**src/design/q16div_pkg.sv**
```systemverilog
`timescale 1ns / 1ps

package q16div_pkg;

    localparam int WordW = 32;

    // One in-flight division request, carried from stage to stage.
    typedef struct packed {
        logic             valid;
        logic             neg;     // operand signs differ
        logic             dz;      // divisor was zero
        logic [WordW-1:0] dvd;     // dividend magnitude, shifted out MSB first
        logic [WordW-1:0] dsr;     // divisor magnitude
        logic [WordW-1:0] rem;     // partial remainder, below dsr whenever dsr is nonzero
        logic [WordW-1:0] quo;     // low quotient bits collected so far
    } t_div_req;

endpackage

```
**src/design/q16div_prep.sv**
```systemverilog
`timescale 1ns / 1ps

module q16div_prep (
    input  logic                              i_clk,
    input  logic                              i_rst_n,
    input  logic                              i_accept,
    input  logic signed [q16div_pkg::WordW-1:0] i_dividend,
    input  logic signed [q16div_pkg::WordW-1:0] i_divisor,
    output q16div_pkg::t_div_req              o_req
);

    // Two's complement magnitude; the most negative value maps to 2^31 unsigned.
    function automatic logic [q16div_pkg::WordW-1:0] magnitude(
        input logic [q16div_pkg::WordW-1:0] v
    );
        magnitude = v[q16div_pkg::WordW-1] ? (~v + 1'b1) : v;
    endfunction

    q16div_pkg::t_div_req r_req;
    q16div_pkg::t_div_req n_req;

    always_comb begin
        n_req.valid = i_accept;
        n_req.neg   = i_dividend[q16div_pkg::WordW-1] ^ i_divisor[q16div_pkg::WordW-1];
        n_req.dz    = (i_divisor == '0);
        n_req.dvd   = magnitude(i_dividend);
        n_req.dsr   = magnitude(i_divisor);
        n_req.rem   = '0;
        n_req.quo   = '0;
    end

    always_ff @(posedge i_clk) begin
        if (!i_rst_n) begin
            r_req.valid <= 1'b0;
        end else begin
            r_req.valid <= n_req.valid;
        end
        r_req.neg <= n_req.neg;
        r_req.dz  <= n_req.dz;
        r_req.dvd <= n_req.dvd;
        r_req.dsr <= n_req.dsr;
        r_req.rem <= n_req.rem;
        r_req.quo <= n_req.quo;
    end

    assign o_req = r_req;

endmodule

```
**config.mk**
```make
export PLATFORM = sky130hd
export DESIGN_NAME = q16div_prep
export DESIGN_NICKNAME = d
export VERILOG_FILES = /design/src/design/q16div_pkg.sv /design/src/design/q16div_prep.sv
export SDC_FILE = /design/constraint.sdc
export NUM_CORES = 1
export LEC_CHECK = 0
export BUFFER_PORTS_ARGS = -buffer_cell sky130_fd_sc_hd__buf_4
export CAP_MARGIN = 20
export CORE_MARGIN = 1
export CORE_UTILIZATION = 30
export DETAILED_ROUTE_END_ITERATION = 16
export SYNTH_ARGS = -nofsm -noshare
export SYNTH_HDL_FRONTEND = slang
export SYNTH_SLANG_ARGS = --single-unit
export TNS_END_PERCENT = 50
```
**constraint.sdc**
```tcl
create_clock -name i_clk -period 2.85 [get_ports i_clk]
set_input_delay 0.1425 -clock i_clk [delete_from_list [all_inputs] [get_ports i_clk]]
set_output_delay 0.1425 -clock i_clk [all_outputs]
set_load 0.01 [all_outputs]
```
# Word-level counts from Yosys, hierarchy flattened
# Cells that the tools add are included.
# op_classes
n_bitwise,3
n_reduce_logical,1
n_mux,2
addsub,2
# op_table
cell,n
"adder 32 x 1 -> 32 bit, second input constant",2
inverter 32 bit,2
two-way mux 31 bit,2
logical NOT 32 bit,1
XOR 1 bit,1
# totals
out_inout_bits,131
in_bits,67
ff_bits,67

# Depth between registers and ports, before layout
# depth
depth_word,3
ltp_mapped,6
depth_no_buf,6

# Worst setup path after synthesis
# Ideal clock, no wire load.
# synth_path
path_type,input to register
start,in i_dividend[25] in the netlist's numbering
end,"reg r_req, in the netlist o_req[126]"
slack_ps,1325
t_arrival_ps,1453
cell_stages,4
required_time_ps,2778
cell_sequence,or4_4 > or3_4 > o41ai_2 > xnor2_1
# synth_rtl
item,line,rtl
"start, declared",q16div_prep.sv:7,"input logic signed [q16div_pkg::WordW-1:0] i_dividend,"
"end, declared",q16div_prep.sv:19,q16div_pkg::t_div_req r_req;

==> results.md <==
- Classification of the worst-slack hold path: primary input to register
- Buffer depth of the longest clock path: 2
- Power density relative to cell area: 478 mW/mm^2
- Flip-flop and latch count after synthesis: 67
- Pin count of the biggest net entering global routing: 34
- Total wire length after detailed routing: 8310 microns
- Height of the die: 108 microns
- Sum of negative setup slack: 0 ns
- CTS Sinks: 67
- Number of standard-cell rows in the floorplan: 38
- Share of final-layout standard cells stronger than drive strength 1: 32.1%
- Antenna Nets Post-Route: 0
- Kind of start point of the critical path: primary input
- Hold Vio Cnt, Final: 0
- Synth warn: 0
- Period utilization: 82.1%
- Ant diodes: 0
- Initial core utilization: 30.8%
- Area after DPL: 0.00424 sq mm
- Final Max Slew Viols: 0
- Clock tree from TritonCTS: built
- Proportion of synthesized chip area in sequential cells: 40.1%
- RSZ-0062 raised after global routing: false
- Worst Path Required: 3.12 ns
- Number of CTS-inserted buffers: 9
- Largest register FFs: 67
- IO buf count: 133
- Slew at the pin closest to its max-slew limit: 0.538 ns
- Drt via density: 4.26
- Number of iterations in the first detailed-routing pass: 6
- Highest fanout seen on the critical path: 11
- Setup slack after layout: 0.511 ns
- WS Path Type: primary input to register
- Die Outline Area: 0.0116 sq mm
- Antenna violations before repair: 0
- I/O pin cnt: 198
- CTS Hold Buffers Added: 42
- First-pass GRT wire length: 12700 microns
- Total standard cell area after synthesis: 0.00334 sq mm
- Static Leak: 0.00208 uW
- Ys flop type: dfxtp_1
- Result of the run: complete, no violations
- Clock edge transition at the registers on the reported setup and hold paths: 0.07 ns
- Post-synthesis async set-or-reset flop share: 0%
- Gates resized, CTS repair: 0
- Number of endpoints failing setup at the final stage: 0
- Number of design-rule violations left by the first detailed-router iteration: 37
- Routability cong.: 0.774
- Hold_ws: 0.0229 ns
- Count of H-tree levels built during CTS: 3
- Core area: 0.0108 sq mm
- Overall Global Routing Usage: 14.3%
- Type of destination of the critical path: register
- Cell count after synthesis: 337
- Data arrival time of the critical path: 2.61 ns
- Final Util: 44.8%
- Number of nets in the layout: 587
- Final instance area: 0.00486 sq mm
- Buffer cell driving the clock tree root: clkbuf_8
- Shortest period the worst path allows: 2.34 ns
- Mean cell area of the mapped netlist: 9.92 sq um
- Width of the die: 108 microns
- Max-capacitance violation count: 0
- Highest attainable clock frequency: 428 MHz
- Distinct cells, synth: 36
- Worst setup slack after placement: 0.715 ns
- Vias: 2817
- Number of enable-type register cells in the synthesized netlist: 0
- Syn-to-layout area delta: 45.4%
- Number of global-route vias before repair: 2613
- Post-CTS Setup Inserts: 0
- Global-route congestion overflow total: 0
- DR WL/cell: 12.6 microns
- Post-detailed-route DRC marker count: 0
- Remaining max-slew budget at the tightest pin: 64.1%
- Total of fill cells in the finished design: 1093
- Highest ir drop seen on vdd: 207 uV
- Dpl hpwl: 6250 microns
## cells in the final DEF, fill, tap and decap left out, types with 3 or more instances in the layout
cell / n
xnor2_1: 57
clkbuf_8: 10
o31ai_1: 23
nor4_1: 3
nand2_1: 24
nand4_1: 3
o41ai_1: 13
ha_1: 4
buf_4: 133
nand3_1: 3
or2_2: 3
o21ai_0: 8
or3_1: 4
inv_1: 8
conb_1: 64
clkinvlp_4: 3
nor3_1: 6
dfxtp_1: 67
nor2_1: 9
o41ai_2: 5
dlygate4sd3_1: 44
nand4b_1: 3
## critical path, cell delays in order
cell and delay [ns]:
dlygate4sd3_1 0.55, buf_4 0.15, nor4_2 0.51, nand4b_1 0.53, o41ai_1 0.57, xnor2_1 0.16
## per-layer routing
layer  global-route usage, %  wire [microns]  vias up
li1                        -               -     1402
met1                    15.4            3360     1271
met2                    25.4            4070      136
met3                    4.72             754        8
met4                    6.16             118        0
met5                       0               0        -
## power by group
| part | total, uW | internal [uW] | switching [uW] | leakage [uW] |
|---|---|---|---|---|
| sequential | 1060 | 1030 | 26.7 | 0.000564 |
| combinational | 553 | 292 | 260 | 0.00143 |
| clock | 710 | 337 | 373 | 0.0000843 |
| total | 2320 | 1660 | 660 | 0.00208 |
## final timing paths
path	start	end	slack [ns]	depth (start not counted)
min	i_dividend[6]	o_req[102]	0.02	2
max	i_divisor[9]	o_req[91]	0.51	6
## kinds of logic after synthesis
family          count (synthesis)  share of synthesized area [%]
compound gates                 50                           12.4
xor+xnor                       59                           15.5
fa+ha+maj                       4                           1.50
buf+inv                        80                           16.2
flops                          67                           40.1
other cells                     1                          0.112
simple gates                   76                           14.2
## synthesized netlist by cell type, types with 5 or more instances
| cell | n | area, sq um |
|---|---|---|
| buf_4 | 64 | 480 |
| o21ai_0 | 8 | 40.0 |
| o41ai_2 | 5 | 81.3 |
| nor2_1 | 9 | 33.8 |
| o31ai_1 | 23 | 173 |
| inv_1 | 8 | 30.0 |
| xnor2_1 | 57 | 499 |
| o41ai_1 | 13 | 114 |
| nor3_1 | 6 | 30.0 |
| nand2_1 | 24 | 90.1 |
| dfxtp_1 | 67 | 1340 |
## layout make-up
cell class	instances	area (sq um)	area share (%)
multi-input combinational	253	1700	34.9
inverter	8	30.0	0.618
tap	140	175	3.60
clock buffer	10	138	2.83
timing repair buffer	177	1440	29.6
sequential	67	1340	27.6
clock inverter	6	41.3	0.850
## per-stage QoR
step / total power, uW / std cells
floorplan: 1370 / 400
global placement: 1580 / 601
detailed placement: 1590 / 601
CTS: 2350 / 659
global route: 2450 / 661
finish: 2320 / 661
No activity file was read; power rests on OpenSTA's default activity.
