[src/design/q16div_pkg.sv]
`timescale 1ns / 1ps

package q16div_pkg;

    localparam int WordW = 32;

    // One in-flight division request, carried from stage to stage.
    typedef struct packed {
        logic             valid;
        logic             neg;     // operand signs differ
        logic             dz;      // divisor was zero
        logic [WordW-1:0] dvd;     // dividend magnitude, shifted out MSB first
        logic [WordW-1:0] dsr;     // divisor magnitude
        logic [WordW-1:0] rem;     // partial remainder, below dsr whenever dsr is nonzero
        logic [WordW-1:0] quo;     // low quotient bits collected so far
    } t_div_req;

endpackage

[src/design/q16div_stage.sv]
`timescale 1ns / 1ps

// One restoring step: shift in the next dividend bit, try to subtract.
module q16div_stage (
    input  logic                 i_clk,
    input  logic                 i_rst_n,
    input  q16div_pkg::t_div_req i_req,
    output q16div_pkg::t_div_req o_req
);

    localparam int W = q16div_pkg::WordW;

    q16div_pkg::t_div_req r_req;
    q16div_pkg::t_div_req n_req;

    logic [W:0]   w_shift;
    logic [W+1:0] w_diff;
    logic         w_ge;

    always_comb begin
        w_shift = {i_req.rem, i_req.dvd[W-1]};
        w_diff  = {1'b0, w_shift} - {2'b00, i_req.dsr};
        w_ge    = ~w_diff[W+1];

        n_req       = i_req;
        n_req.dvd   = {i_req.dvd[W-2:0], 1'b0};
        n_req.rem   = w_ge ? w_diff[W-1:0] : w_shift[W-1:0];
        n_req.quo   = {i_req.quo[W-2:0], w_ge};
    end

    always_ff @(posedge i_clk) begin
        if (!i_rst_n) begin
            r_req.valid <= 1'b0;
        end else begin
            r_req.valid <= n_req.valid;
        end
        r_req.neg <= n_req.neg;
        r_req.dz  <= n_req.dz;
        r_req.dvd <= n_req.dvd;
        r_req.dsr <= n_req.dsr;
        r_req.rem <= n_req.rem;
        r_req.quo <= n_req.quo;
    end

    assign o_req = r_req;

endmodule

[config.mk]
export PLATFORM = sky130hd
export DESIGN_NAME = q16div_stage
export DESIGN_NICKNAME = d
export VERILOG_FILES = /design/src/design/q16div_pkg.sv /design/src/design/q16div_stage.sv
export SDC_FILE = /design/constraint.sdc
export NUM_CORES = 1
export LEC_CHECK = 0
export ABC_AREA = 1
export BUFFER_PORTS_ARGS = -buffer_cell sky130_fd_sc_hd__buf_2
export CAP_MARGIN = 20
export CORE_MARGIN = 4
export CORE_UTILIZATION = 35
export DETAILED_ROUTE_END_ITERATION = 7
export SETUP_SLACK_MARGIN = 0.02
export SYNTH_ARGS = -nofsm -noshare
export SYNTH_HDL_FRONTEND = slang
export SYNTH_SLANG_ARGS = --single-unit
[constraint.sdc]
create_clock -name i_clk -period 2.8 [get_ports i_clk]
set_clock_uncertainty 0.2 [all_clocks]
set_input_delay 0.42 -clock i_clk [delete_from_list [all_inputs] [get_ports i_clk]]
set_output_delay 0.42 -clock i_clk [all_outputs]
set_load 0.05 [all_outputs]
* Yosys cells after proc, flatten, opt, wreduce, memory -nomap -nowiden
Index checks and enable logic that the tools add are counted.
** Word-level totals
- Flip-flop bits (word level) :: 130
- Bits of input ports :: 133
- Output and inout port bits :: 131
- Logic and storage cells :: 10
** Operators by class
- Add/subtract/negate cells :: 1
- Muxes and demuxes :: 1
- Bitwise gates (word level) :: 1
** Operators by type and width (count)
- 33-bit by 32-bit subtractor with 34-bit output :: 1
- 32-bit two-way mux :: 1
- 1-bit NOT :: 1

* Logic depth before layout (Yosys ltp)
- Word-level depth :: 2
- Gate-level depth with buffers :: 15
- Mapped depth without buffers :: 15

* Worst setup path after synthesis
No wires, ideal clock.
- Kind :: input to register
- Start point :: input i_req[127] (netlist name)
- End point :: register r_req (netlist bit o_req[60])
- Setup time :: 0.112 ns
- Arrival :: 1.830 ns
- Required time :: 2.488 ns
- Path slack :: 0.658 ns
- Stages :: 14
- Path buffers :: 0
- Path through :: inv_1 ha_1 inv_1 fa_1 nand3_1 nand3_1 nand2_1 nand2_1 nand2_1 nand2_1 nand2_1 nand3_1 nand3_2 nand2_1
** RTL lines
- from (decl) :: RTL line q16div_stage.sv:7 : input q16div_pkg::t_div_req i_req,
- to (decl) :: RTL line q16div_stage.sv:13 : q16div_pkg::t_div_req r_req;

==> flow_metrics.env <==
export IMPL_status="complete, no violations"
export IMPL_grt_most_used_layer="met2"
export IMPL_met2_usage=0.3632
export IMPL_syn_to_final_growth_pct=53.74
export IMPL_numPortBuffers=261
export IMPL_antenna_left=0
export IMPL_cts_htree_levels=4
export IMPL_largest_reg_flops=130
export IMPL_seq_power_share=0.350
export IMPL_fin_crit_sh=0.9442
export IMPL_power_internal_mw=3.692
export IMPL_crit_type="in2reg"
export IMPL_crit_end="o_req[48]"
export IMPL_period_needed_ns=2.644
export IMPL_power_frac_clock=0.365
export IMPL_synth_avg_cell_area_um2=7.449
export IMPL_yosysSeqAreaShare=0.4520
export IMPL_finalMaxSlewViolations=0
export IMPL_synth_seq_cells=130
export IMPL_pwr_share_comb=0.285
export IMPL_holdWs_ns=0.01254
export IMPL_die_w_um=136.3
export IMPL_cp_cell_sequence="dlygate4sd3_1 > buf_2 > inv_1 > ha_1 > nand2_2 > inv_2 > nand2_1 > nand3_1 > a21oi_2 > nor2_1 > nor2_4 > nand2_4 > nand2_1 > nand2_1"
export IMPL_wl_per_cell_um=14.34
export IMPL_postCtsSetupRepairBufs=0
export IMPL_grt_pass1_wl_um=29590
export IMPL_die_area_um2=18570
export IMPL_placed_area_um2=7305
export IMPL_clock_sinks=130
export IMPL_rsz0062_at_grt="no"
export IMPL_synthesis_area_um2=5758
export IMPL_cp_top_family="simple AND/OR/NAND/NOR gates"
export IMPL_overflow=0
export IMPL_p_sw_mw=2.172
export IMPL_ys_types=31
export IMPL_crit_arrival_ns=2.76
export IMPL_path_depth=14
export IMPL_crit_required_ns=2.92
export IMPL_met3_usage=0.04959
export IMPL_max_cap_viol_count=0
export IMPL_final_area_um2=8852
export IMPL_grt_use_total=0.2076
export IMPL_cts_tree="yes"
export IMPL_slowest_stage="dlygate4sd3_1"
export IMPL_synthCells=773
export IMPL_dp_hpwl_um=14580
export IMPL_grt_pass1_vias=5810
export IMPL_synth_edf_count=0
export IMPL_viasPerCell=4.304
export IMPL_synth_warnings=0
export IMPL_path_buf_inv=4
export IMPL_cts_root_buf="clkbuf_16"
export IMPL_utilization=0.5533
export IMPL_tns_ns=0
export IMPL_finalNetCount=1313
export IMPL_cts_clk_slew_worst_paths_ns=0.06
export IMPL_drive_above_1_share=0.2853
export IMPL_route_detailed_drc=0
export IMPL_route_vias_total=5927
export IMPL_hold_violations=0
export IMPL_drt_iter0_markers=301
export IMPL_fp_coreArea_um2=16000
export IMPL_power_leakage_nw=4.975
export IMPL_cpPeakStageDelay_ns=0.53
export IMPL_critPathMaxFanout=17
export IMPL_crit_top_cell="nand2_1"
export IMPL_pwr_density_cell_nw_per_um2=662.4
export IMPL_switching_share=0.3703
export IMPL_cts_buffers=17
export IMPL_grt_max_degree=35
export IMPL_hold_path_class="in2reg"
export IMPL_use_met1=0.2427
export IMPL_pin_count=264
export IMPL_drtPass1Iterations=4
export IMPL_ys_flop_type="dfxtp_1"
export IMPL_vdd_drop_max_uv=422.2
export IMPL_std_cell_rows=46
export IMPL_crit_path_end_kind="flop"
export IMPL_synth_async_sr_flop_share=0
export IMPL_critPathLaunch="i_req[83]"
export IMPL_clockBufferDepth=2
export IMPL_clock_fmax_ghz=0.3783
export IMPL_wl_um=19740
export IMPL_finalSetupViolCount=0
export IMPL_syn_num_nets=939
export IMPL_fp_dieH_um=136.3
export IMPL_gp_congestion=0.8686
export IMPL_start_util=0.3599
export IMPL_antenna_found_initial=2
export IMPL_start_kind="input pin"
## layout make-up
| type | count | area [µm²] |
|---|---|---|
| antenna | 1 | 2.502 |
| clock buffer | 17 | 425.4 |
| clock inverter | 15 | 143.9 |
| fill | 1538 | 7148 |
| inverter | 146 | 548.0 |
| multi-input combinational | 488 | 2536 |
| sequential | 130 | 2603 |
| tap | 216 | 270.3 |
| timing repair buffer | 364 | 2323 |
## cells by family after synthesis
family / count (synthesis) / share of synthesized area
AND/OR/NAND/NOR: 415 / 0.3201
AO/OA/AOI/OAI: 23 / 0.02195
XOR/XNOR: 15 / 0.02282
other: 1 / 0.0006513
flip-flops: 130 / 0.4520
buffers and inverters: 156 / 0.1095
adder cells (fa/ha/maj): 33 / 0.07301
## metal layers
layer  share of wire  up-vias  wire length (µm)
met4           0.029        2               564
met2            0.48      185              9563
met1            0.42     2608              8341
li1                -     3097                 -
met3           0.063       35              1253
met5          0.0010        -                20
## cells in the final DEF (no fill, tap or decap), types with 4 or more instances in the layout
master,netlist,routed
ha_1,32,32
nand3_1,58,58
clkbuf_16,0,17
dfxtp_1,130,130
xor2_1,15,15
inv_6,0,4
inv_8,0,4
clkinv_4,0,4
and2_1,10,10
nand2_2,4,4
nor2_1,40,40
a21oi_1,18,18
buf_4,2,6
nand3b_1,5,5
nand2_1,265,265
nand4_1,7,7
inv_1,143,143
nand3_2,14,14
dlygate4sd3_1,0,96
buf_2,5,261
## metrics by stage
| step | cells | worst slack (ns) | total power [mW] |
|---|---|---|---|
| after floorplan | 773 | 0.6575 | 3.228 |
| after global placement | 1247 | 0.2395 | 3.649 |
| after detailed placement | 1247 | 0.2029 | 3.657 |
| after CTS | 1375 | 0.09433 | 5.907 |
| after global routing | 1377 | 0.02451 | 6.127 |
| final | 1377 | 0.1563 | 5.864 |
## timing repair
action                                  in CTS  in global routing
hold endpoints to repair                    96                  0
endpoints found under the setup margin       0                 22
hold buffers                                96                  0
resized for setup                            0                  1
## worst min path at each step
stage / startpoint / to / cells past startpoint
2_1_floorplan: i_req[99] / o_req[100] / 0
5_1_grt: i_rst_n / o_req[130] / 3
3_5_place_dp: i_req[13] / o_req[14] / 1
4_1_cts: i_rst_n / o_req[130] / 3
6_report: i_rst_n / o_req[130] / 3
3_3_place_gp: i_req[26] / o_req[27] / 1
## synth_stat cells (2+ instances only)
| master | n | area share |
|---|---|---|
| xor2_1 | 15 | 0.023 |
| buf_6 | 2 | 0.0039 |
| nand3_2 | 14 | 0.024 |
| ha_1 | 32 | 0.070 |
| dfxtp_1 | 130 | 0.45 |
| inv_1 | 143 | 0.093 |
| nand2_1 | 265 | 0.17 |
| nor2_1 | 40 | 0.026 |
| nand4_1 | 7 | 0.0076 |
| and2_1 | 10 | 0.011 |
| buf_4 | 2 | 0.0026 |
| nor2_2 | 3 | 0.0033 |
| nand2_2 | 4 | 0.0043 |
| nor3_1 | 3 | 0.0026 |
| nand3_1 | 58 | 0.050 |
| o21bai_1 | 3 | 0.0039 |
| inv_2 | 3 | 0.0020 |
| a21oi_1 | 18 | 0.016 |
| buf_2 | 5 | 0.0043 |
| nand3b_1 | 5 | 0.0065 |
## power by group through the flow
stage / combinational, mW / sequential, mW / clock, mW
after floorplan: 0.528 / 2.70 / 0
after detailed placement: 1.56 / 2.09 / 0
after global routing: 1.81 / 2.07 / 2.25
after global placement: 1.56 / 2.09 / 0
after CTS: 1.68 / 2.05 / 2.18
final: 1.67 / 2.05 / 2.14
(Power assumes the default switching activity.)
