File: src/design/q16div_pkg.sv
`timescale 1ns / 1ps

package q16div_pkg;

    localparam int WordW = 32;

    // One in-flight division request, carried from stage to stage.
    typedef struct packed {
        logic             valid;
        logic             neg;     // operand signs differ
        logic             dz;      // divisor was zero
        logic [WordW-1:0] dvd;     // dividend magnitude, shifted out MSB first
        logic [WordW-1:0] dsr;     // divisor magnitude
        logic [WordW-1:0] rem;     // partial remainder, below dsr whenever dsr is nonzero
        logic [WordW-1:0] quo;     // low quotient bits collected so far
    } t_div_req;

endpackage

File: src/design/q16div_post.sv
`timescale 1ns / 1ps

module q16div_post (
    input  logic                                  i_clk,
    input  logic                                  i_rst_n,
    input  q16div_pkg::t_div_req                  i_req,
    output logic                                  o_done,
    output logic signed [q16div_pkg::WordW-1:0]   o_quotient,
    output logic                                  o_divide_by_zero
);

    logic                           r_done;
    logic [q16div_pkg::WordW-1:0]   r_quotient;
    logic                           r_dz;
    logic [q16div_pkg::WordW-1:0]   n_quotient;

    always_comb begin
        priority if (i_req.dz) begin
            n_quotient = '0;
        end else if (i_req.neg) begin
            n_quotient = ~i_req.quo + 1'b1;
        end else begin
            n_quotient = i_req.quo;
        end
    end

    always_ff @(posedge i_clk) begin
        if (!i_rst_n) begin
            r_done <= 1'b0;
        end else begin
            r_done <= i_req.valid;
        end
    end

    always_ff @(posedge i_clk) begin
        r_quotient <= n_quotient;
        r_dz       <= i_req.dz;
    end

    assign o_done           = r_done;
    assign o_quotient       = r_quotient;
    assign o_divide_by_zero = r_dz;

endmodule

File: config.mk
export PLATFORM = sky130hd
export DESIGN_NAME = q16div_post
export DESIGN_NICKNAME = d
export VERILOG_FILES = /design/src/design/q16div_pkg.sv /design/src/design/q16div_post.sv
export SDC_FILE = /design/constraint.sdc
export NUM_CORES = 1
export LEC_CHECK = 0
export BUFFER_PORTS_ARGS = -buffer_cell sky130_fd_sc_hd__buf_2
export CELL_PAD_IN_SITES_DETAIL_PLACEMENT = 1
export CELL_PAD_IN_SITES_GLOBAL_PLACEMENT = 1
export CORE_ASPECT_RATIO = 0.6
export CORE_MARGIN = 1
export CORE_UTILIZATION = 27
export CTS_BUF_LIST = sky130_fd_sc_hd__clkbuf_8
export CTS_CLUSTER_SIZE = 25
export DETAILED_ROUTE_END_ITERATION = 12
export HOLD_SLACK_MARGIN = 0.06
export PLACE_DENSITY_LB_ADDON = 0.2
export SYNTH_ARGS = -nofsm -noshare
export SYNTH_HDL_FRONTEND = slang
export SYNTH_SLANG_ARGS = --single-unit
export TNS_END_PERCENT = 30
File: constraint.sdc
create_clock -name i_clk -period 5.9 [get_ports i_clk]
set_input_delay 0.885 -clock i_clk [delete_from_list [all_inputs] [get_ports i_clk]]
set_output_delay 0.885 -clock i_clk [all_outputs]
set_load 0.05 [all_outputs]
Word level (Yosys, flattened, before mapping). Index checks and enable logic that the tools add are counted.

Add/subtract/negate cells: 1. Multiply operators: 0. Divide/modulo/power cells: 0. Magnitude comparators: 0. Eq/ne operators: 0. Shift-type cells: 0. Mux-type cells: 1. Bitwise logic cells: 1. Reductions and logical operators: 0.

Operators by type and width (number): $add 32x1->32 const B (1); $mux 32 (1); $not 32->32 (1).

Flip-flop bits (word level): 34. Latch bits: 0. Bits in writable memories: 0. ROM bits: 0. Input port bits: 133. Output and inout bits: 34. Logic and storage cells: 6. Memories kept: 0.

Logic depth before layout (Yosys ltp). Gate-level depths: netlist (run 1).

Depth in word-level cells: 3. Gate-level depth with buffers: 7. Gate-level depth less buffers: 6.

Worst setup path after synthesis (run 1). No wires, ideal clock.

Path kind: input-to-reg. Start point: input port i_req[0] (netlist bit). End point: register r_quotient, in the netlist o_quotient[30]. Library setup time: 62 ps. Arrival: 2683 ps. Data required time: 5838 ps. Path slack: 3155 ps. Stages: 7. Buffers on the path: 1. Cells stage by stage: inv_1 ha_1 or3b_2 buf_2 or4_4 or4_1 nand3_1.

Longest elaborated chain between the ends: 3.

RTL lines: from (decl) (RTL line q16div_post.sv:6) `input q16div_pkg::t_div_req i_req,`; $not 32->32 (RTL line q16div_post.sv:21) `n_quotient = ~i_req.quo + 1'b1;`; $add 32x1->32 (RTL line q16div_post.sv:21); $mux 32 (RTL line q16div_post.sv:20) `end else if (i_req.neg) begin`; to (signal assigned) (RTL line q16div_post.sv:36) `r_quotient <= n_quotient;`; to (decl) (RTL line q16div_post.sv:13) `logic [q16div_pkg::WordW-1:0] r_quotient;`.

No other way between the ends. A chain may end at the register's enable or synchronous reset.

Final worst setup path (run 1).
Start point: input port i_req[0] (netlist bit). End point: register r_quotient, in the netlist o_quotient[26].

Same word-level chain as after synthesis.

==> results of run 1 <==
-- worst max path at each step --
stage	startpoint	to	slack, ns	cells after the start
global placement	i_req[0]	o_quotient[26]	2.85	7
floorplan	i_req[0]	o_quotient[30]	3.16	7
detailed placement	i_req[0]	o_quotient[26]	2.84	7
global route	i_req[2]	o_quotient[29]	2.94	5
CTS	i_req[2]	o_quotient[29]	3.11	5
finish	i_req[0]	o_quotient[26]	3.10	7
-- cell usage in the layout, fill, tap and decap left out, drive strengths merged, types with 2 or more instances in the layout --
cell and instances:
nor3b 2, o41ai 3, nor4 7, o31ai 5, mux2 11, o311ai 2, o21ai 10, and3 6
clkbuf 6, or3 7, nor3 8, nand3 9, dfxtp 34, a41oi 2, a21oi 10, nand2 5
inv 5, nor2 32, nor2b 12, nand4 2, buf 71, or4 6, a31oi 6, xor2 11
-- stage by stage --
stage | instances | total power, mW | util (%) | hold slack [ns] | setup WS, ns
floorplan | 215 | 0.3676 | - | 0.9127 | 3.155
global placement | 358 | 0.4153 | 35.31 | 1.094 | 2.852
detailed placement | 358 | 0.4164 | 35.31 | 1.095 | 2.839
CTS | 366 | 0.5965 | 36.76 | 0.7956 | 3.108
global route | 366 | 0.6205 | 36.76 | 0.7992 | 2.944
finish | 366 | 0.5884 | 36.76 | 0.7978 | 3.098
-- metal layers --
metal  routed length [um]  GRT usage, %
met1                 2864         23.69
met2                 2174         23.16
met5                    0             0
met3                  344         4.167
met4                   38         4.110
-- cells by family after synthesis --
group	after synthesis	synth area share, %
simple gates	102	31.42
compound gates	39	14.09
flops	34	37.57
buf+inv	16	3.521
mux	12	7.390
xor+xnor	11	5.318
fa+ha+maj	1	0.6905
-- power groups by stage --
stage / registers, mW / logic [mW] / clock network, mW
global route: 0.253 / 0.172 / 0.195
CTS: 0.252 / 0.160 / 0.184
detailed placement: 0.257 / 0.159 / 0
finish: 0.252 / 0.159 / 0.177
floorplan: 0.320 / 0.0473 / 0
global placement: 0.257 / 0.159 / 0
-- final cells by class --
class                   count  area share (%)
well taps                  84           4.536
inverters                   4          0.6479
clock inverters             2          0.3780
repair buffers             71           15.44
flip-flops and latches     34           29.37
clock buffers               6           3.564
multi-input cells         165           46.06
-- registers in the layout (all words and copies together), names as in the netlist --
register          flops
o_quotient           32
o_divide_by_zero      1
o_done                1
==> out/results.tsv, run 1 <==
metric	value	unit
switching_share	34.70	%
tightest_slew	1.119	ns
cp.arrival	2.98	ns
drt_wl_total	5421	um
dr.pass1.iters	4	
core	0.006304	mm2
crit_required	6.07	ns
drtAntennaViolNets	0	
yosysMostFrequentCell	dfxtp_1	
grt_pass1_vias	1681	
rows	22	
final_area	0.002317	mm2
cts-root-buf	clkbuf_8	
place_area	0.002226	mm2
slowest_delay	0.61	ns
cp_top_family	simple AND/OR/NAND/NOR gates	
synth_area_leaders	dfxtp_1, nor2_1, mux2_2, xor2_1, nor2b_1	
fin_crit_sh	47.49	%
hold_end	o_done	
start_kind	input pin	
setup_violations	0	
power_density	253.9	mW/mm2
drcViolationCount	0	
cts_buffers	5	
hold_viol_final	0	
outcome	completed	
fmax	0.3569	GHz
place_congestion	0.7704	
io_buffers	70	
synth_cell_types	39	
internal_power	0.3842	mW
cts_sinks	34	
dieWidth	107.8	um
yosysSeqAreaShare	37.57	%
grt_setup_unrepaired	false	
slew_viol_final	0	
cts.clk_slew.worst_paths	0.07	ns
cts_tree	done	
cp_cell_sequence	buf_2 -> inv_1 -> ha_1 -> or3b_2 -> nor4_2 -> a41oi_1 -> mux2_2	
syn_nets	349	
start_util	28.74	%
critPathKind	input pin to flop	
num-fill-cells	794	
cp-end-kind	flop	
seq_area	680.7	um2
synth_top_cell_by_area	dfxtp_1	
cts_max_path_buffers	2	
crit_buf_inv	2	
hold_depth	2	
p_leak	1.030	nW
maxCapViolations	0	
wire_per_inst	14.81	um
vias_per_cell	5.000	
hold_path.class	input pin to flop	
async_flop_share	0	%
synth_flop_cell	dfxtp_1	
die-area	0.007052	mm2
post-dp-hpwl	3976	um
multi_input_area	0.001067	mm2
cts_setup_buffers	0	
synthTopCellsByCount	dfxtp_1, nor2_1, nor2b_1	
clockPowerShare	30.1	%
holdCritStartpoint	i_req[130]	
antenna_found_initial	0	
area_growth	27.90	%
cts-hold-fix-buffers	0	
cp_max_fo	7	
grt.overflow.total	0	
vias	1830	
die_height	65.45	um
synth.avg_cell_area	8.427	um2
cts_resized	0	
grt_start_max_net_pins	51	
n_antenna_cell	0	
ir_worst_vdd	0.0001121	V
synth_edf_count	0	
max-slew-margin-rel	24.72	%
synth_cells	215	
fin_tns_setup	0	ns
synth_top_area_share	37.57	%
initialDrtViolationCount	57	
grt_pass1_wl	8638	um
power_switching	0.2042	mW
drive_gt1_share	33.69	%
groute.usage.overall	16.17	%
htreeDepth	2	
nNetsFinal	415	
fin_crit	2.802	ns
ys_seq_elements	34	
io_pins	167	
synth_area	0.001812	mm2
yosysWarnings	0	
power_frac_comb	27.1	%
critPathSlowestCell	nor4_2	
seq_power_share	42.8	%
(Power assumes the default switching activity.)
==> inputs of run 2 (changes only) <==
CORE_UTILIZATION = 25   (was 27)
clock period = 2.6 ns   (was 5.9 ns; I/O delays follow)
==> run 2 against run 1 <==
The flow now finishes with violations (DRC). First-iteration DRC count increased by 14%. Largest power group unchanged. Highest routed layer unchanged. Final area increased by 3.4%. Die area increased by 7.8%. Critical path type unchanged. Sequential share of layout area decreased by 0.97 points. Cell count increased by 3.6%. Worst hold slack got worse by 0.48 ns. Core utilization decreased by 1.8 points. Largest cell class unchanged. Combinational power increased by 130%. Worst setup slack got worse by 2.7 ns. Critical path depth unchanged. Count of clock-buffer cells in the layout unchanged. Non-clock buffer count increased by 10.
==> out/results.tsv, run 2 (same netlist as run 1, synthesis figures left out) <==
metric	value	unit	change
fin_tns_setup	0	ns	unchanged
power_density	563.1	mW/mm2	+120%
fin_crit_sh	84.38	%	
cp_max_fo	5		-2
grt_setup_unrepaired	false		
failed_checks	DRC		
core	0.006849	mm2	+8.7%
hold_viol_final	0		unchanged
num-fill-cells	872		+9.8%
power	1.349	mW	+130%
vias_per_cell	4.923		-1.5%
cts-hold-fix-buffers	0		unchanged
drcViolationCount	4		+4
setup_violations	0		unchanged
rows	23		+4.5%
nNetsFinal	425		+2.4%
place_congestion	0.7355		-4.5%
cp.arrival	2.37	ns	-0.61 ns
grt_pass1_wl	9197	um	+6.5%
fin_util	34.98	%	-1.8 points
post-dp-hpwl	4339	um	+9.2%
hold_path.class	input pin to flop		
io_buffers	70		unchanged
mostFrequentLayoutCells	buf_2, dfxtp_1, nor2_1, nor2b_1		
vias	1866		+2.0%
initialDrtViolationCount	65		+14%
slew_viol_final	0		unchanged
groute.usage.overall	15.65	%	-0.52 points
critPathKind	input pin to flop		
fin_crit	2.194	ns	
cts-root-buf	clkbuf_8		
die-area	0.007602	mm2	+7.8%
drt_wl_total	5728	um	+5.7%
cts.clk_slew.worst_paths	0.07	ns	about the same
ir_worst_vdd	0.0001683	V	+50%
max-slew-margin-rel	51.31	%	+27 points
start_kind	input pin		
die_height	67.94	um	+3.8%
cts_resized	0		unchanged
dr.pass1.iters	8		+4
grt.overflow.total	0		unchanged
drive_gt1_share	35.96	%	+2.3 points
grt_pass1_vias	1874		+11%
htreeDepth	2		unchanged
grt_start_max_net_pins	25		-51%
drtAntennaViolNets	0		unchanged
hold_depth	2		unchanged
maxCapViolations	0		unchanged
cts_setup_buffers	0		unchanged
cts_tree	done		
cts_sinks	34		unchanged
final_common_cell	buf_2		
area_growth	32.25	%	
largest_reg_flops	32		unchanged
crit_required	2.78	ns	-3.29 ns
cts_max_path_buffers	2		unchanged
start_util	26.45	%	-2.3 points
fmax	0.4558	GHz	
outcome	finished with violations		
dieWidth	111.9	um	+3.9%
p_leak	1.078	nW	+4.7%
cp-end-kind	flop		
cts_buffers	5		unchanged
wire_per_inst	15.11	um	+2.0%
io_pins	167		unchanged
antenna_found_initial	0		unchanged
tightest_slew	0.7296	ns	-0.3893 ns
n_antenna_cell	0		unchanged
==> run 2: metal layers <==
metal  global-route usage, %  share of wire (%)  wire [um]
met1                   21.09                 51       2922
met2                   24.38                 42       2416
met3                   4.517                6.3        362
met4                   4.561               0.47         27
met5                       0                  0          0
==> run 2: worst paths after layout <==
| path | from | endpoint | slack, ns |
|---|---|---|---|
| max | i_req[0] | o_quotient[28] | 0.41 |
| min | i_req[130] | o_done | 0.32 |
==> run 2: final cells by class <==
class / count / area, um2 / area share (%)
clock inverters: 2 / 8.758 / 0.3655
flip-flops and latches: 34 / 680.7 / 28.41
well taps: 87 / 108.9 / 4.543
inverters: 4 / 15.01 / 0.6266
repair buffers: 81 / 432.9 / 18.07
multi-input cells: 165 / 1067 / 44.54
clock buffers: 6 / 82.58 / 3.446
==> run 2: critical path, stage by stage <==
cell and delay [ns]:
buf_2 0.11, inv_1 0.07, ha_1 0.17, or3b_2 0.49, or4_4 0.47, o21ai_0 0.29, mux2_2 0.37
==> run 2: power by group <==
part           internal (mW)  switching, mW
Clock                  0.210          0.200
Sequential             0.561        0.00855
Combinational          0.106          0.263
==> run 2: stage by stage <==
stage | cell area, um2 | worst slack, ns | hold slack, ns | instances
2_1_floorplan | 1812 | 0.3504 | 0.4177 | 215
3_3_place_gp | 2305 | 0.1399 | 0.5988 | 371
3_5_place_dp | 2305 | 0.1373 | 0.6058 | 371
4_1_cts | 2396 | 0.4423 | 0.3071 | 379
5_1_grt | 2396 | 0.3301 | 0.3274 | 379
6_report | 2396 | 0.4061 | 0.3205 | 379
==> inputs of run 3 (changes only) <==
ABC_AREA = 1   (was unset)
CORE_UTILIZATION = 21   (was 25)
clock period = 1.9 ns   (was 2.6 ns; I/O delays follow)
==> run 3 against run 2 <==
The flow now finishes without violations. Final area rose by 2.1%. Synthesized cell count rose by 40%. Area after synthesis rose by 4.1%.
==> out/results.tsv, run 3 <==
metric	value	unit	change
outcome	completed		
power_density	728.8	mW/mm2	+29%
final_common_cell	nand2_1		
synth_area	0.001886	mm2	+4.1%
synth_area_leaders	dfxtp_1, nand2_1, nor2_1, a21oi_1, nand3_1		
grt_setup_unrepaired	false		
slew_viol_final	0		unchanged
antenna_found_initial	0		unchanged
tightest_slew	0.3498	ns	-0.3798 ns
fin_crit_sh	68.41	%	
htreeDepth	2		unchanged
hold_viol_final	0		unchanged
cp_cell_sequence	buf_2 -> inv_1 -> ha_1 -> nand2_2 -> nor2_4 -> nand2_1 -> nand2_1 -> nand3_1 -> nand2_1 -> nor2_1		
fin_tns_setup	0	ns	unchanged
synth_flop_cell	dfxtp_1		
cts_buffers	5		unchanged
syn_nets	436		+25%
largest_reg_flops	32		unchanged
synth_edf_count	0		unchanged
hold_depth	3		+1
io_pins	167		unchanged
ir_worst_vdd	0.0002432	V	+45%
dieWidth	124.3	um	+11%
drive_gt1_share	25.80	%	-10 points
mostFrequentLayoutCells	nand2_1, nor2_1, buf_2, dfxtp_1, inv_1		
cts_max_path_buffers	2		unchanged
cts_resized	0		unchanged
cts-hold-fix-buffers	0		unchanged
fin_util	28.39	%	-6.6 points
hold_end	o_done		
fin_crit	1.300	ns	
cts-root-buf	clkbuf_8		
cp_max_fo	5		unchanged
post-dp-hpwl	5253	um	+21%
die_height	75.40	um	+11%
crit_required	2.09	ns	-0.69 ns
cts.clk_slew.worst_paths	0.07	ns	about the same
grt.overflow.total	0		unchanged
crit_top_cell	nand2_1		
io_buffers	70		unchanged
drcViolationCount	0		-4
max-slew-margin-rel	76.59	%	+25 points
slowest_delay	0.21	ns	-0.28 ns
hold_path.class	input pin to flop		
cts_sinks	34		unchanged
core	0.008621	mm2	+26%
rows	26		+13%
grt_pass1_vias	2072		+11%
holdCritStartpoint	i_req[130]		
nNetsFinal	510		+20%
wire_per_inst	13.30	um	-12%
initialDrtViolationCount	79		+22%
yosysWarnings	0		unchanged
drt_wl_total	6489	um	+13%
vias_per_cell	4.324		-12%
yosysSeqAreaShare	36.10	%	-1.5 points
crit_start	i_req[0]		
critPathKind	input pin to flop		
synth_cell_types	23		-41%
start_kind	input pin		
p_leak	1.252	nW	+16%
cts_tree	done		
cp.arrival	1.49	ns	-0.88 ns
place_congestion	0.8156		+11%
async_flop_share	0	%	unchanged
start_util	21.87	%	-4.6 points
synthTopCellsByCount	nand2_1, nor2_1, dfxtp_1		
cp-end-kind	flop		
yosysMostFrequentCell	nand2_1		
vias	2110		+13%
dr.pass1.iters	4		-4
synth.avg_cell_area	6.244	um2	-26%
setup_violations	0		unchanged
ys_seq_elements	34		unchanged
synth_top_area_share	36.10	%	-1.5 points
synth_cells	302		+40%
grt_pass1_wl	10670	um	+16%
groute.usage.overall	14.93	%	-0.72 points
critPathSlowestCell	ha_1		
n_antenna_cell	0		unchanged
area_growth	29.79	%	
cts_setup_buffers	0		unchanged
drtAntennaViolNets	0		unchanged
grt_start_max_net_pins	39		+56%
maxCapViolations	0		unchanged
die-area	0.009374	mm2	+23%
synth_top_cell_by_area	dfxtp_1		
fmax	0.7693	GHz	
-- run 3: cell types whose count changed after synthesis, sizes merged, moves of 11 or more --
cell	change
a21oi	+15
inv	+22
mux2	-11
nand2	+82
nand3	+12
nor2	+50
nor2b	-12
xor2	-11
-- run 3: routing by layer --
layer,up-vias,share of wire [%],global-route usage [%]
met5,-,0,0
met4,0,0.82,3.213
met3,8,6.0,4.635
met2,53,37,21.98
met1,961,56,21.27
li1,1088,-,-
-- run 3: worst max-delay path: cells and delay by family --
family	cells	cell delay, ns
adders and majority gates	1	0.21
buffers and inverters	2	0.22
and+or+nand+nor	7	0.77
-- run 3: worst max path at each step --
stage                           to  slack (ns)  cells after the start
finish              o_quotient[26]        0.60                     10
detailed placement  o_quotient[26]        0.27                     10
global placement    o_quotient[26]        0.32                     10
floorplan           o_quotient[26]        0.64                      9
CTS                 o_quotient[26]        0.59                     10
global route        o_quotient[26]        0.43                      9
-- run 3: area by class of cell --
class	instances	area (um2)
Fill cell	1148	6173
Multi-Input combinational cell	234	1060
Sequential cell	34	680.7
Timing Repair Buffer	73	385.4
Tap cell	112	140.1
Inverter	28	105.1
Clock buffer	5	68.82
Clock inverter	2	7.507
-- run 3: power by group --
group / internal [mW] / switching (mW) / leakage [nW]
combinational: 0.127 / 0.362 / 0.921
clock: 0.242 / 0.279 / 0.0466
sequential: 0.763 / 0.0117 / 0.284
-- run 3: logic make-up after synthesis --
logic type / synth area share (%)
buffers and inverters: 7.697
AND/OR/NAND/NOR: 45.72
AO/OA/AOI/OAI: 9.820
adder cells (fa/ha/maj): 0.6635
flip-flops: 36.10
-- run 3: per-stage QoR --
stage | worst slack (ns) | hold slack (ns) | area (um2) | total power, mW | cells
3_5_place_dp | 0.2718 | 0.4732 | 2371 | 1.283 | 481
2_1_floorplan | 0.6397 | 0.3127 | 1886 | 1.129 | 302
5_1_grt | 0.4304 | 0.1748 | 2447 | 1.907 | 488
4_1_cts | 0.5938 | 0.1560 | 2447 | 1.825 | 488
6_report | 0.6001 | 0.1655 | 2447 | 1.784 | 488
3_3_place_gp | 0.3230 | 0.4660 | 2371 | 1.275 | 481
